### src/rtl/core/sap_pkg.sv
// Shared types, constants and a helper function for the sweep-and-prune broad phase.
package sap_pkg;

    localparam int MAX_COLLIDERS = 8;
    localparam int COORD_WIDTH   = 16;
    localparam int NUM_EP        = 2 * MAX_COLLIDERS;
    localparam int IDX_W         = $clog2(MAX_COLLIDERS);
    localparam int CNT_W         = $clog2(MAX_COLLIDERS + 1);
    localparam int EP_W          = $clog2(NUM_EP);
    localparam int NE_W          = $clog2(NUM_EP + 1);
    localparam int CFG_W         = 4;
    localparam int OUT_IDX_W     = 3;

    // Configuration register indexes
    localparam logic REG_COUNT = 1'b0;
    localparam logic REG_AXIS  = 1'b1;

    // Axis codes
    localparam logic [1:0] AXIS_X = 2'd0;
    localparam logic [1:0] AXIS_Y = 2'd1;

    typedef logic signed [COORD_WIDTH-1:0] t_coord;

    typedef struct packed {
        t_coord min_x;
        t_coord min_y;
        t_coord min_z;
        t_coord max_x;
        t_coord max_y;
        t_coord max_z;
    } t_box;

    typedef struct packed {
        logic [OUT_IDX_W-1:0] new_collider;
        logic [OUT_IDX_W-1:0] active_collider;
        logic                 pair_valid;
        logic                 last;
    } t_out;

    typedef struct packed {
        logic [IDX_W-1:0] idx;
        logic             start;
    } t_ep;

    typedef struct packed {
        logic gt;
        logic overlap;
    } t_cmp;

    // Clamp a written collider count into 1..MAX_COLLIDERS
    function automatic logic [CNT_W-1:0] f_eff_count(input logic [CFG_W-1:0] v);
        logic [CNT_W-1:0] r;
        begin
            if (v == '0) begin
                r = CNT_W'(1);
            end else if (32'(v) > MAX_COLLIDERS) begin
                r = CNT_W'(MAX_COLLIDERS);
            end else begin
                r = CNT_W'(v);
            end
            return r;
        end
    endfunction

endpackage

### src/rtl/core/sweep_and_prune_broadphase.sv
// Top level of the sweep-and-prune broad phase: sequencer, endpoint order and active list.
//
// Boxes are loaded one word per cycle while the block sits in its load state; the collider
// index is the arrival position in the frame. The word that completes a frame starts the
// frame pass, during which the input is not ready: a stable insertion sort of the 2N kept
// endpoints, where each key is read, its value taken and compared with the endpoints before
// it, moving one of them per step; then a sweep where an end endpoint removes its box from
// the active list and a start endpoint reads its box, tests it against each active box and
// joins the list, and a final step sends the last word. All box reads share one registered
// read port of the box store and one compare unit. Results leave through an output register;
// each pair is held back until the next is found so that the final one can carry last, and
// a frame without pairs gives one marker word. Sweeping stalls only when a new pair finds
// the output register still full, and the final word waits the same way.
module sweep_and_prune_broadphase import sap_pkg::*; (
    input  logic             i_clk,
    input  logic             i_rst_n,
    input  logic             i_cfg_we,
    input  logic             i_cfg_idx,
    input  logic [CFG_W-1:0] i_cfg_data,
    input  logic             i_in_valid,
    output logic             o_in_ready,
    input  t_box             i_in_data,
    output logic             o_out_valid,
    input  logic             i_out_ready,
    output t_out             o_out_data
);

    localparam logic [2:0] S_LOAD   = 3'd0;
    localparam logic [2:0] S_SKEY_A = 3'd1;
    localparam logic [2:0] S_SKEY_B = 3'd2;
    localparam logic [2:0] S_SCMP   = 3'd3;
    localparam logic [2:0] S_WFETCH = 3'd4;
    localparam logic [2:0] S_WCBOX  = 3'd5;
    localparam logic [2:0] S_TEST   = 3'd6;
    localparam logic [2:0] S_FIN    = 3'd7;

    logic [2:0]       r_state;
    logic [CNT_W-1:0] r_n;
    logic [1:0]       r_axis;
    logic [CNT_W-1:0] r_load;
    logic [NE_W-1:0]  r_i;
    logic [NE_W-1:0]  r_j;
    t_ep              r_key;
    t_coord           r_kv;
    logic [IDX_W-1:0] r_c;
    t_box             r_cbox;
    logic [IDX_W-1:0] r_k;
    logic [CNT_W-1:0] r_cnt;
    t_ep              r_order [NUM_EP];
    logic [IDX_W-1:0] r_list  [MAX_COLLIDERS];
    logic [IDX_W-1:0] r_pos   [MAX_COLLIDERS];
    logic             r_pend_v;
    logic [IDX_W-1:0] r_pend_new;
    logic [IDX_W-1:0] r_pend_act;
    logic             r_out_valid;
    t_out             r_out;

    logic [NE_W-1:0]  w_ne;
    logic [EP_W-1:0]  w_i;
    logic [EP_W-1:0]  w_jm1;
    logic [EP_W-1:0]  w_jm2;
    logic [IDX_W-1:0] w_raddr;
    logic             w_start_sel;
    t_box             w_q;
    t_coord           w_val;
    t_cmp             w_cmp;
    logic             w_out_free;
    logic             w_load_we;
    logic [CNT_W-1:0] w_new_n;
    t_ep              w_fe;
    logic [IDX_W-1:0] w_rpos;
    logic [IDX_W-1:0] w_lastc;
    logic             w_stall;

    assign w_ne       = NE_W'({r_n, 1'b0});
    assign w_i        = r_i[EP_W-1:0];
    assign w_jm1      = EP_W'(r_j - NE_W'(1));
    assign w_jm2      = EP_W'(r_j - NE_W'(2));
    assign w_out_free = !r_out_valid || i_out_ready;
    assign w_load_we  = (r_state == S_LOAD) && i_in_valid;
    assign w_new_n    = f_eff_count(i_cfg_data);
    assign w_fe       = r_order[w_i];
    assign w_rpos     = r_pos[w_fe.idx];
    assign w_lastc    = r_list[IDX_W'(r_cnt - CNT_W'(1))];
    assign w_stall    = w_cmp.overlap && r_pend_v && !w_out_free;

    // select the box store read address for the next step
    always_comb begin
        w_start_sel = 1'b0;
        unique case (r_state)
            S_SKEY_A: w_raddr = r_order[w_i].idx;
            S_SKEY_B: begin
                w_raddr     = r_order[w_jm1].idx;
                w_start_sel = r_key.start;
            end
            S_SCMP: begin
                w_raddr     = r_order[w_jm2].idx;
                w_start_sel = r_order[w_jm1].start;
            end
            S_WFETCH: w_raddr = w_fe.idx;
            S_WCBOX:  w_raddr = r_list[0];
            S_TEST:   w_raddr = w_stall ? r_list[r_k] : r_list[IDX_W'(r_k + IDX_W'(1))];
            default:  w_raddr = '0;
        endcase
    end

    sap_box_mem u_mem (
        .i_clk   (i_clk),
        .i_we    (w_load_we),
        .i_waddr (r_load[IDX_W-1:0]),
        .i_wdata (i_in_data),
        .i_raddr (w_raddr),
        .o_rdata (w_q)
    );

    sap_cmp u_cmp (
        .i_box   (w_q),
        .i_cbox  (r_cbox),
        .i_axis  (r_axis),
        .i_start (w_start_sel),
        .i_kv    (r_kv),
        .o_val   (w_val),
        .o_res   (w_cmp)
    );

    // sequencer, endpoint order, active list and output register
    always_ff @(posedge i_clk) begin
        if (!i_rst_n) begin
            r_state     <= S_LOAD;
            r_n         <= CNT_W'(1);
            r_axis      <= AXIS_X;
            r_load      <= '0;
            r_i         <= '0;
            r_j         <= '0;
            r_k         <= '0;
            r_cnt       <= '0;
            r_pend_v    <= 1'b0;
            r_out_valid <= 1'b0;
            for (int e = 0; e < MAX_COLLIDERS; e++) begin
                r_order[2*e]   <= '{idx: IDX_W'(e), start: 1'b1};
                r_order[2*e+1] <= '{idx: IDX_W'(e), start: 1'b0};
            end
        end else begin
            // drop a taken word
            if (r_out_valid && i_out_ready) begin
                r_out_valid <= 1'b0;
            end

            // configuration writes; a count change restarts the frame
            if (i_cfg_we) begin
                if (i_cfg_idx == REG_COUNT) begin
                    r_n <= w_new_n;
                    if (w_new_n != r_n) begin
                        r_load <= '0;
                        for (int e = 0; e < MAX_COLLIDERS; e++) begin
                            r_order[2*e]   <= '{idx: IDX_W'(e), start: 1'b1};
                            r_order[2*e+1] <= '{idx: IDX_W'(e), start: 1'b0};
                        end
                    end
                end else begin
                    r_axis <= i_cfg_data[1:0];
                end
            end

            unique case (r_state)
                S_LOAD: begin
                    if (i_in_valid) begin
                        if (r_load + CNT_W'(1) >= r_n) begin
                            r_load  <= '0;
                            r_i     <= NE_W'(1);
                            r_state <= S_SKEY_A;
                        end else begin
                            r_load <= r_load + CNT_W'(1);
                        end
                    end
                end
                S_SKEY_A: begin
                    r_key   <= r_order[w_i];
                    r_j     <= r_i;
                    r_state <= S_SKEY_B;
                end
                S_SKEY_B: begin
                    r_kv    <= w_val;
                    r_state <= S_SCMP;
                end
                S_SCMP: begin
                    if (w_cmp.gt) begin
                        r_order[r_j[EP_W-1:0]] <= r_order[w_jm1];
                        r_j <= r_j - NE_W'(1);
                    end else begin
                        r_order[r_j[EP_W-1:0]] <= r_key;
                    end
                    // advance to the next key once the slot is found
                    if (!w_cmp.gt || r_j == NE_W'(1)) begin
                        if (w_cmp.gt) begin
                            r_order[0] <= r_key;
                        end
                        if (r_i + NE_W'(1) >= w_ne) begin
                            r_i     <= '0;
                            r_cnt   <= '0;
                            r_state <= S_WFETCH;
                        end else begin
                            r_i     <= r_i + NE_W'(1);
                            r_state <= S_SKEY_A;
                        end
                    end
                end
                S_WFETCH: begin
                    if (w_fe.start) begin
                        r_c     <= w_fe.idx;
                        r_state <= S_WCBOX;
                    end else begin
                        // swap-remove an active collider
                        if (r_cnt != '0 && CNT_W'(w_rpos) < r_cnt &&
                            r_list[w_rpos] == w_fe.idx) begin
                            r_pos[w_lastc]  <= w_rpos;
                            r_list[w_rpos]  <= w_lastc;
                            r_cnt           <= r_cnt - CNT_W'(1);
                        end
                        if (r_i + NE_W'(1) >= w_ne) begin
                            r_state <= S_FIN;
                        end else begin
                            r_i <= r_i + NE_W'(1);
                        end
                    end
                end
                S_WCBOX: begin
                    r_cbox <= w_q;
                    r_k    <= '0;
                    if (r_cnt == '0) begin
                        r_pos[r_c]                <= '0;
                        r_list[0]                 <= r_c;
                        r_cnt                     <= CNT_W'(1);
                        if (r_i + NE_W'(1) >= w_ne) begin
                            r_state <= S_FIN;
                        end else begin
                            r_i     <= r_i + NE_W'(1);
                            r_state <= S_WFETCH;
                        end
                    end else begin
                        r_state <= S_TEST;
                    end
                end
                S_TEST: begin
                    if (!w_stall) begin
                        // hold the newest pair back, pass the older one on
                        if (w_cmp.overlap) begin
                            if (r_pend_v) begin
                                r_out_valid <= 1'b1;
                                r_out <= '{new_collider: OUT_IDX_W'(r_pend_new),
                                           active_collider: OUT_IDX_W'(r_pend_act),
                                           pair_valid: 1'b1, last: 1'b0};
                            end
                            r_pend_v   <= 1'b1;
                            r_pend_new <= r_c;
                            r_pend_act <= r_list[r_k];
                        end
                        if (CNT_W'(r_k) + CNT_W'(1) >= r_cnt) begin
                            r_pos[r_c]                  <= IDX_W'(r_cnt);
                            r_list[IDX_W'(r_cnt)]       <= r_c;
                            r_cnt                       <= r_cnt + CNT_W'(1);
                            if (r_i + NE_W'(1) >= w_ne) begin
                                r_state <= S_FIN;
                            end else begin
                                r_i     <= r_i + NE_W'(1);
                                r_state <= S_WFETCH;
                            end
                        end else begin
                            r_k <= r_k + IDX_W'(1);
                        end
                    end
                end
                S_FIN: begin
                    if (w_out_free) begin
                        r_out_valid <= 1'b1;
                        if (r_pend_v) begin
                            r_out <= '{new_collider: OUT_IDX_W'(r_pend_new),
                                       active_collider: OUT_IDX_W'(r_pend_act),
                                       pair_valid: 1'b1, last: 1'b1};
                        end else begin
                            r_out <= '{new_collider: '0, active_collider: '0,
                                       pair_valid: 1'b0, last: 1'b1};
                        end
                        r_pend_v <= 1'b0;
                        r_state  <= S_LOAD;
                    end
                end
                default: r_state <= S_LOAD;
            endcase
        end
    end

    assign o_in_ready  = (r_state == S_LOAD);
    assign o_out_valid = r_out_valid;
    assign o_out_data  = r_out;

endmodule

### src/rtl/core/sap_box_mem.sv
// Box store: one write port, one read port with registered read data.
module sap_box_mem import sap_pkg::*; (
    input  logic             i_clk,
    input  logic             i_we,
    input  logic [IDX_W-1:0] i_waddr,
    input  t_box             i_wdata,
    input  logic [IDX_W-1:0] i_raddr,
    output t_box             o_rdata
);

    t_box r_mem [MAX_COLLIDERS];
    t_box r_q;

    // write and registered read
    always_ff @(posedge i_clk) begin
        if (i_we) begin
            r_mem[i_waddr] <= i_wdata;
        end
        r_q <= r_mem[i_raddr];
    end

    assign o_rdata = r_q;

endmodule

### src/rtl/core/sap_cmp.sv
// Shared compare unit: endpoint value pick, sort compare and three-axis overlap test.
module sap_cmp import sap_pkg::*; (
    input  t_box       i_box,
    input  t_box       i_cbox,
    input  logic [1:0] i_axis,
    input  logic       i_start,
    input  t_coord     i_kv,
    output t_coord     o_val,
    output t_cmp       o_res
);

    t_coord w_val;

    // pick the endpoint value on the sort axis; the unused code acts as z
    always_comb begin
        case (i_axis)
            AXIS_X:  w_val = i_start ? i_box.min_x : i_box.max_x;
            AXIS_Y:  w_val = i_start ? i_box.min_y : i_box.max_y;
            default: w_val = i_start ? i_box.min_z : i_box.max_z;
        endcase
    end

    assign o_val    = w_val;
    assign o_res.gt = (w_val > i_kv);

    // inclusive overlap of the held box against the read box
    assign o_res.overlap = !(i_cbox.min_x > i_box.max_x) && !(i_cbox.max_x < i_box.min_x) &&
                           !(i_cbox.min_y > i_box.max_y) && !(i_cbox.max_y < i_box.min_y) &&
                           !(i_cbox.min_z > i_box.max_z) && !(i_cbox.max_z < i_box.min_z);

endmodule

### config.mk
export PLATFORM = sky130hd
export DESIGN_NAME = sweep_and_prune_broadphase
export DESIGN_NICKNAME = d
export VERILOG_FILES = /design/src/rtl/core/sap_pkg.sv /design/src/rtl/core/sweep_and_prune_broadphase.sv /design/src/rtl/core/sap_box_mem.sv /design/src/rtl/core/sap_cmp.sv
export SDC_FILE = /design/constraint.sdc
export NUM_CORES = 2
export LEC_CHECK = 0
export ABC_AREA = 1
export BUFFER_PORTS_ARGS = -buffer_cell sky130_fd_sc_hd__buf_2
export CAP_MARGIN = 10
export CORE_UTILIZATION = 58
export CTS_CLUSTER_SIZE = 24
export DETAILED_ROUTE_END_ITERATION = 7
export HOLD_SLACK_MARGIN = 0.03
export PLACE_DENSITY = 0.73
export SLEW_MARGIN = 20
export SYNTH_ARGS = -nofsm -noshare
export SYNTH_HDL_FRONTEND = slang
export SYNTH_HIERARCHICAL = 1
export SYNTH_SLANG_ARGS = --single-unit
### constraint.sdc
create_clock -name i_clk -period 8.5 [get_ports i_clk]
set_input_delay 0 -clock i_clk [delete_from_list [all_inputs] [get_ports i_clk]]
set_output_delay 0 -clock i_clk [all_outputs]
set_load 0.02 [all_outputs]
# Yosys cells after proc, flatten, opt, wreduce, memory -nomap -nowiden
# Memory sizes are Yosys's and may differ from the RTL's. A register that Yosys moved wholly into a read port is not among the register bits.
# Index checks and enable logic that the tools add are counted.
# totals
regBits,165
latchBits,0
ram_bits,880
romBits,0
in_bits,106
out_inout_bits,10
elab_cells,279
memories,4
# memory_table
name,depth,width,read_ports,rd_ports_with_merged_regs,wr,line,source
u_mem.r_mem,8,96,1,1,1,sap_box_mem.sv:11,t_box r_mem [MAX_COLLIDERS];
r_order,16,4,3,1,17,sweep_and_prune_broadphase.sv:49,t_ep r_order [NUM_EP];
r_list,8,3,5,1,1,sweep_and_prune_broadphase.sv:50,logic [IDX_W-1:0] r_list [MAX_COLLIDERS];
r_pos,8,3,1,0,1,sweep_and_prune_broadphase.sv:51,logic [IDX_W-1:0] r_pos [MAX_COLLIDERS];
# op_classes
add_sub_neg,8
mul,0
div,0
magnitude_cmp,12
n_eq_ne,26
shift,0
mux,132
n_bitwise,21
n_reduce_logical,50
# op_table
op,n
two-way mux 4 bit,35
two-way mux 3 bit,22
greater-than comparator 16 bit,4
two-way mux 5 bit,10
less-than comparator 16 bit,3
two-way mux 16 bit,3
two-way mux 1 bit,45
two-way mux 8 bit,5
one-hot mux 16 bit (2 select lines),1
inequality test 2 bit (second input constant),13
one-hot mux 5 bit (5 select lines),1
one-hot mux 3 bit (8 select lines),1
bitwise OR 1 bit,19
one-hot mux 4 bit (4 select lines),1
one-hot mux 8 bit (2 select lines),1
AND reduction 8 bit,2
one-hot mux 3 bit (5 select lines),1
== test 3 bit (second input constant),4
AND reduction 2 bit,6
logical AND 1 bit,11
one-hot mux 5 bit (2 select lines),1
zero test 1 bit,9
OR reduction 3 bit,3
adder 4 x 1 -> 4 bit (second input constant),2
other kinds (34),46

# Logic depth before layout (Yosys ltp)
# depth
depth_word,16
depth_mapped,38

# By module
# The synthesis kept the hierarchy.
# modules_own_cells
module,instances,cells_per_inst,area_per_inst_um2,seq_area_each_um2
sap_box_mem,1,3432,35540.3,24984.0
sweep_and_prune_broadphase,1,1412,13585.5,8137.8
sap_cmp,1,621,3636.0,0.0

# Least setup slack after synthesis
# Ideal clock, no wire load.
# synth_timing
path_type,flip-flop to flip-flop
start,register r_state[2]
end,"memory r_pos[6][0] in the netlist's numbering, enable pin"
setup_time_ns,0.320
arrival_time_ns,6.358
required_time_ns,8.180
setup_slack_ns,1.823
path_stages_with_launch,14
synth_period_minus_slack_ns,6.677
cell_sequence,dfxtp_1 inv_1 or2_2 nor2_1 inv_1 nor2_1 nand2_1 nand2_1 nand2_1 o21ai_0 inv_1 nor2_1 nand2_2 nor2_1
# synth_between
elab_chain_cells,7
elab_cells_between_ends,16
classes_between,3 x eq/ne; 11 x mux; 1 x bitwise; 1 x reduce/logical
# synth_rtl
element,line,source
"start, declared",sweep_and_prune_broadphase.sv:37,logic [2:0] r_state;
"start signal, assigned",sweep_and_prune_broadphase.sv:129,r_state <= S_LOAD;
"start signal, assigned",sweep_and_prune_broadphase.sv:171,r_state <= S_SKEY_A;
"start signal, assigned",sweep_and_prune_broadphase.sv:180,r_state <= S_SKEY_B;
== test 3 bit,sweep_and_prune_broadphase.sv:165,unique case (r_state)
two-way mux 1 bit,sweep_and_prune_broadphase.sv:165,
two-way mux 1 bit,sweep_and_prune_broadphase.sv:128,if (!i_rst_n) begin
two-way mux 1 bit (on tied branches),"sweep_and_prune_broadphase.sv:231, sweep_and_prune_broadphase.sv:259",
bitwise OR 1 bit (no line),--,
OR reduction 3 bit (no line),--,
two-way mux 3 bit (no line) / two-way mux 1 bit (equally long branches),--,
"end, declared",sweep_and_prune_broadphase.sv:51,
# Several ways; a longest one is shown, not always the timed one.

==> out/qor.txt <==
Crit path arrival time: 7.08 ns
area delta synth->final: 12.21%
GRT overflow: 0
Root Buffer Master: clkbuf_16
slack of the critical path: 1.823 ns
DRT iter0 DRCs: 3536
part of the cycle the worst path needs: 0.7855
row count: 110
Worst-Margin Slew: 1.143 ns
Ports: 116
pre-CTS WS: 2.009 ns
Yosys top cell by area: edfxtp_1
TritonCTS clock tree: built
CP max-delay cell: ha_1
Max Buffers Root-to-Sink: 3
Slowest Stage Delay on Critical Path: 0.92 ns
flop-to-flop setup slack: 1.82 ns
Max-Slew Margin vs Limit: 0.2379
crit path from: r_j[1]
share of post-route cells with drive strength above 1: 0.06996
CP most frequent cell: nand2_1
Post-Route WL: 125300 µm
H-Tree Depth: 3
synth warn: 6
core area: 90010 µm²
Die W: 303.6 µm
Worst setup SP type: flop
antenna-violating nets left: 0
post-synthesis sequential area ratio: 0.6278
vias after detailed routing: 37.03k
#FFs+latches synth: 1148
crit-path max FO: 44
most frequent cells in the layout: nand2_1, inv_1, edfxtp_1
Post-synth EDFFs: 1013
Syn Area/Cell: 9.655 µm²
placed cell area: 54070 µm²
Vias/cell: 5.345
number of global-route vias before repair: 35.66k
Power Density: 396.3 nW/µm²
Max-Cap Viols: 0
clk sinks: 1148
die area: 92180 µm²
Cell variety after synth: 54
IO buf count: 115
Max Slew Vio Count: 0
net count after synthesis: 5707
commonest non-fill, non-tap cell in the layout: nand2_1
Design Area, Final: 59210 µm²
starting density of the core: 0.5862
hold path depth: 2
CP endpoint: r_order[12][0]
RSZ-0062 raised after global routing: false
Mapped Area: 52760 µm²
Synth top area share: 0.5765
dpl hpwl: 74830 µm
status: finished, final reports clean
DRC: 0
WP data required: 8.90 ns
leakage power: 0.02630 µW
first-pass GRT wire length: 195200 µm
worst r2r dst: r_order[12][0]
clock-pin slew on the worst setup and hold paths: 0.06 ns
Die Ht: 303.6 µm
maximum vdd drop: 0.7593 mV
Hold Vio Cnt, Final: 0
RePlAce Congestion: 0.9429
RR Startpoint: r_j[1]
postcts setup bufs: 0
min cycle time layout: 6.677 ns
nets@finish: 5886
Gate Count Post-Synth: 5465
per-cell routed wire length: 18.09 µm
number of buffers created by CTS: 115
Final TNS setup: 0 ns
critical path class: flop to flop
leading post-synthesis cells by cell area: edfxtp_1, nand2_1, inv_1, dfxtp_1, nand3_1
Crit. End Element: flop
Worst-Skew Late Latency: 0.71 ns
final setup fails: 0
hold_buf cts: 110
post_cts resized: 0
Tot GR Track Use: 0.2712
ys async rst share: 0
R2R depth: 28
DRT Pass-1 Iters: 6
largest net degree at the start of global routing: 197
Hold Path Class: primary input to flop
initial antenna violation count: 10
clk_skew: 0.04731 ns
Post-synth top flop: edfxtp_1
maximum achievable frequency: 0.1498 GHz
cell families (layout without fill, tap and decap cells):
| family | after synthesis | after routing | synth area share |
|---|---|---|---|
| other | 0 | 5 | 0 |
| adder cells (fa/ha/maj) | 136 | 136 | 0.03225 |
| AND/OR/NAND/NOR | 2400 | 2400 | 0.1862 |
| buffers and inverters | 1301 | 1582 | 0.1018 |
| AO/OA/AOI/OAI | 464 | 464 | 0.04935 |
| flip-flops | 1148 | 1148 | 0.6278 |
| XOR/XNOR | 16 | 16 | 0.002656 |
metrics by stage:
step,utilization,hold WS (ns),total power (µW),cells
6_report,0.6578,0.09360,23460,6927
5_1_grt,0.6577,0.07812,25040,6925
4_1_cts,0.6573,0.04449,23470,6921
3_5_place_dp,0.6007,0.2647,18150,6592
3_3_place_gp,0.6005,0.2626,17960,6591
2_1_floorplan,-,0.09887,15330,5465
cell type report:
cell class / instances / area (µm²)
Sequential cell: 1148 / 33120
Clock inverter: 58 / 747.0
Clock buffer: 161 / 3241
Antenna cell: 5 / 12.51
Tap cell: 1176 / 1471
Multi-Input combinational cell: 3016 / 14370
Inverter: 1088 / 4106
Fill cell: 6797 / 30810
Timing Repair Buffer: 275 / 2135
Yosys cell counts (7+ instances only):
master,number
buf_6,45
o21ai_1,14
o21ai_0,144
nand2_2,12
edfxtp_1,1013
nand2_1,1644
nand4_1,11
nand3_1,512
buf_1,7
inv_2,13
dfxtp_1,135
xor2_1,10
buf_4,7
ha_1,136
a31oi_1,12
nor3_1,13
buf_2,95
a21oi_1,188
inv_1,1070
o211ai_1,23
o22ai_1,37
clkbuf_1,59
nor2_1,186
a221oi_1,9
layer usage:
metal	up-vias	GRT usage	share of wire
li1	17937	-	-
met1	17437	0.3586	0.41
met2	1343	0.4575	0.48
met3	300	0.03641	0.070
met4	8	0.1032	0.034
met5	-	0	0.00034
worst max-delay path: cells and delay by family, from the launching register on:
family	cells	cell delay, ns
and+or+nand+nor	12	1.45
adders and majority gates	2	1.11
buffers and inverters	4	1.23
DFF	1	0.71
AOI/OAI and AO/OA	10	1.84
how the worst min path moves through the flow:
| stage | endpoint | startpoint |
|---|---|---|
| floorplan | u_mem/r_mem[0][0] | i_in_data[0] |
| global placement | u_mem/r_mem[4][55] | i_in_data[55] |
| detailed placement | u_mem/r_mem[4][55] | i_in_data[55] |
| CTS | u_mem/r_mem[1][9] | i_in_data[9] |
| global route | u_mem/r_mem[6][71] | i_in_data[71] |
| finish | u_mem/r_mem[6][72] | i_in_data[72] |
where the power goes:
part | switching, µW | internal, µW
combinational | 7670 | 3100
sequential | 519 | 6960
clock | 2130 | 3100
state kept, by name (all words and copies together) (netlist names), 8 cells and up, named ones only:
signal,cells
o_out_data,8
r_cbox,96
r_kv,16
r_list,24
r_order,64
r_pos,24
u_mem/o_rdata,96
u_mem/r_mem,768
Power figures use the tool's default switching activity.
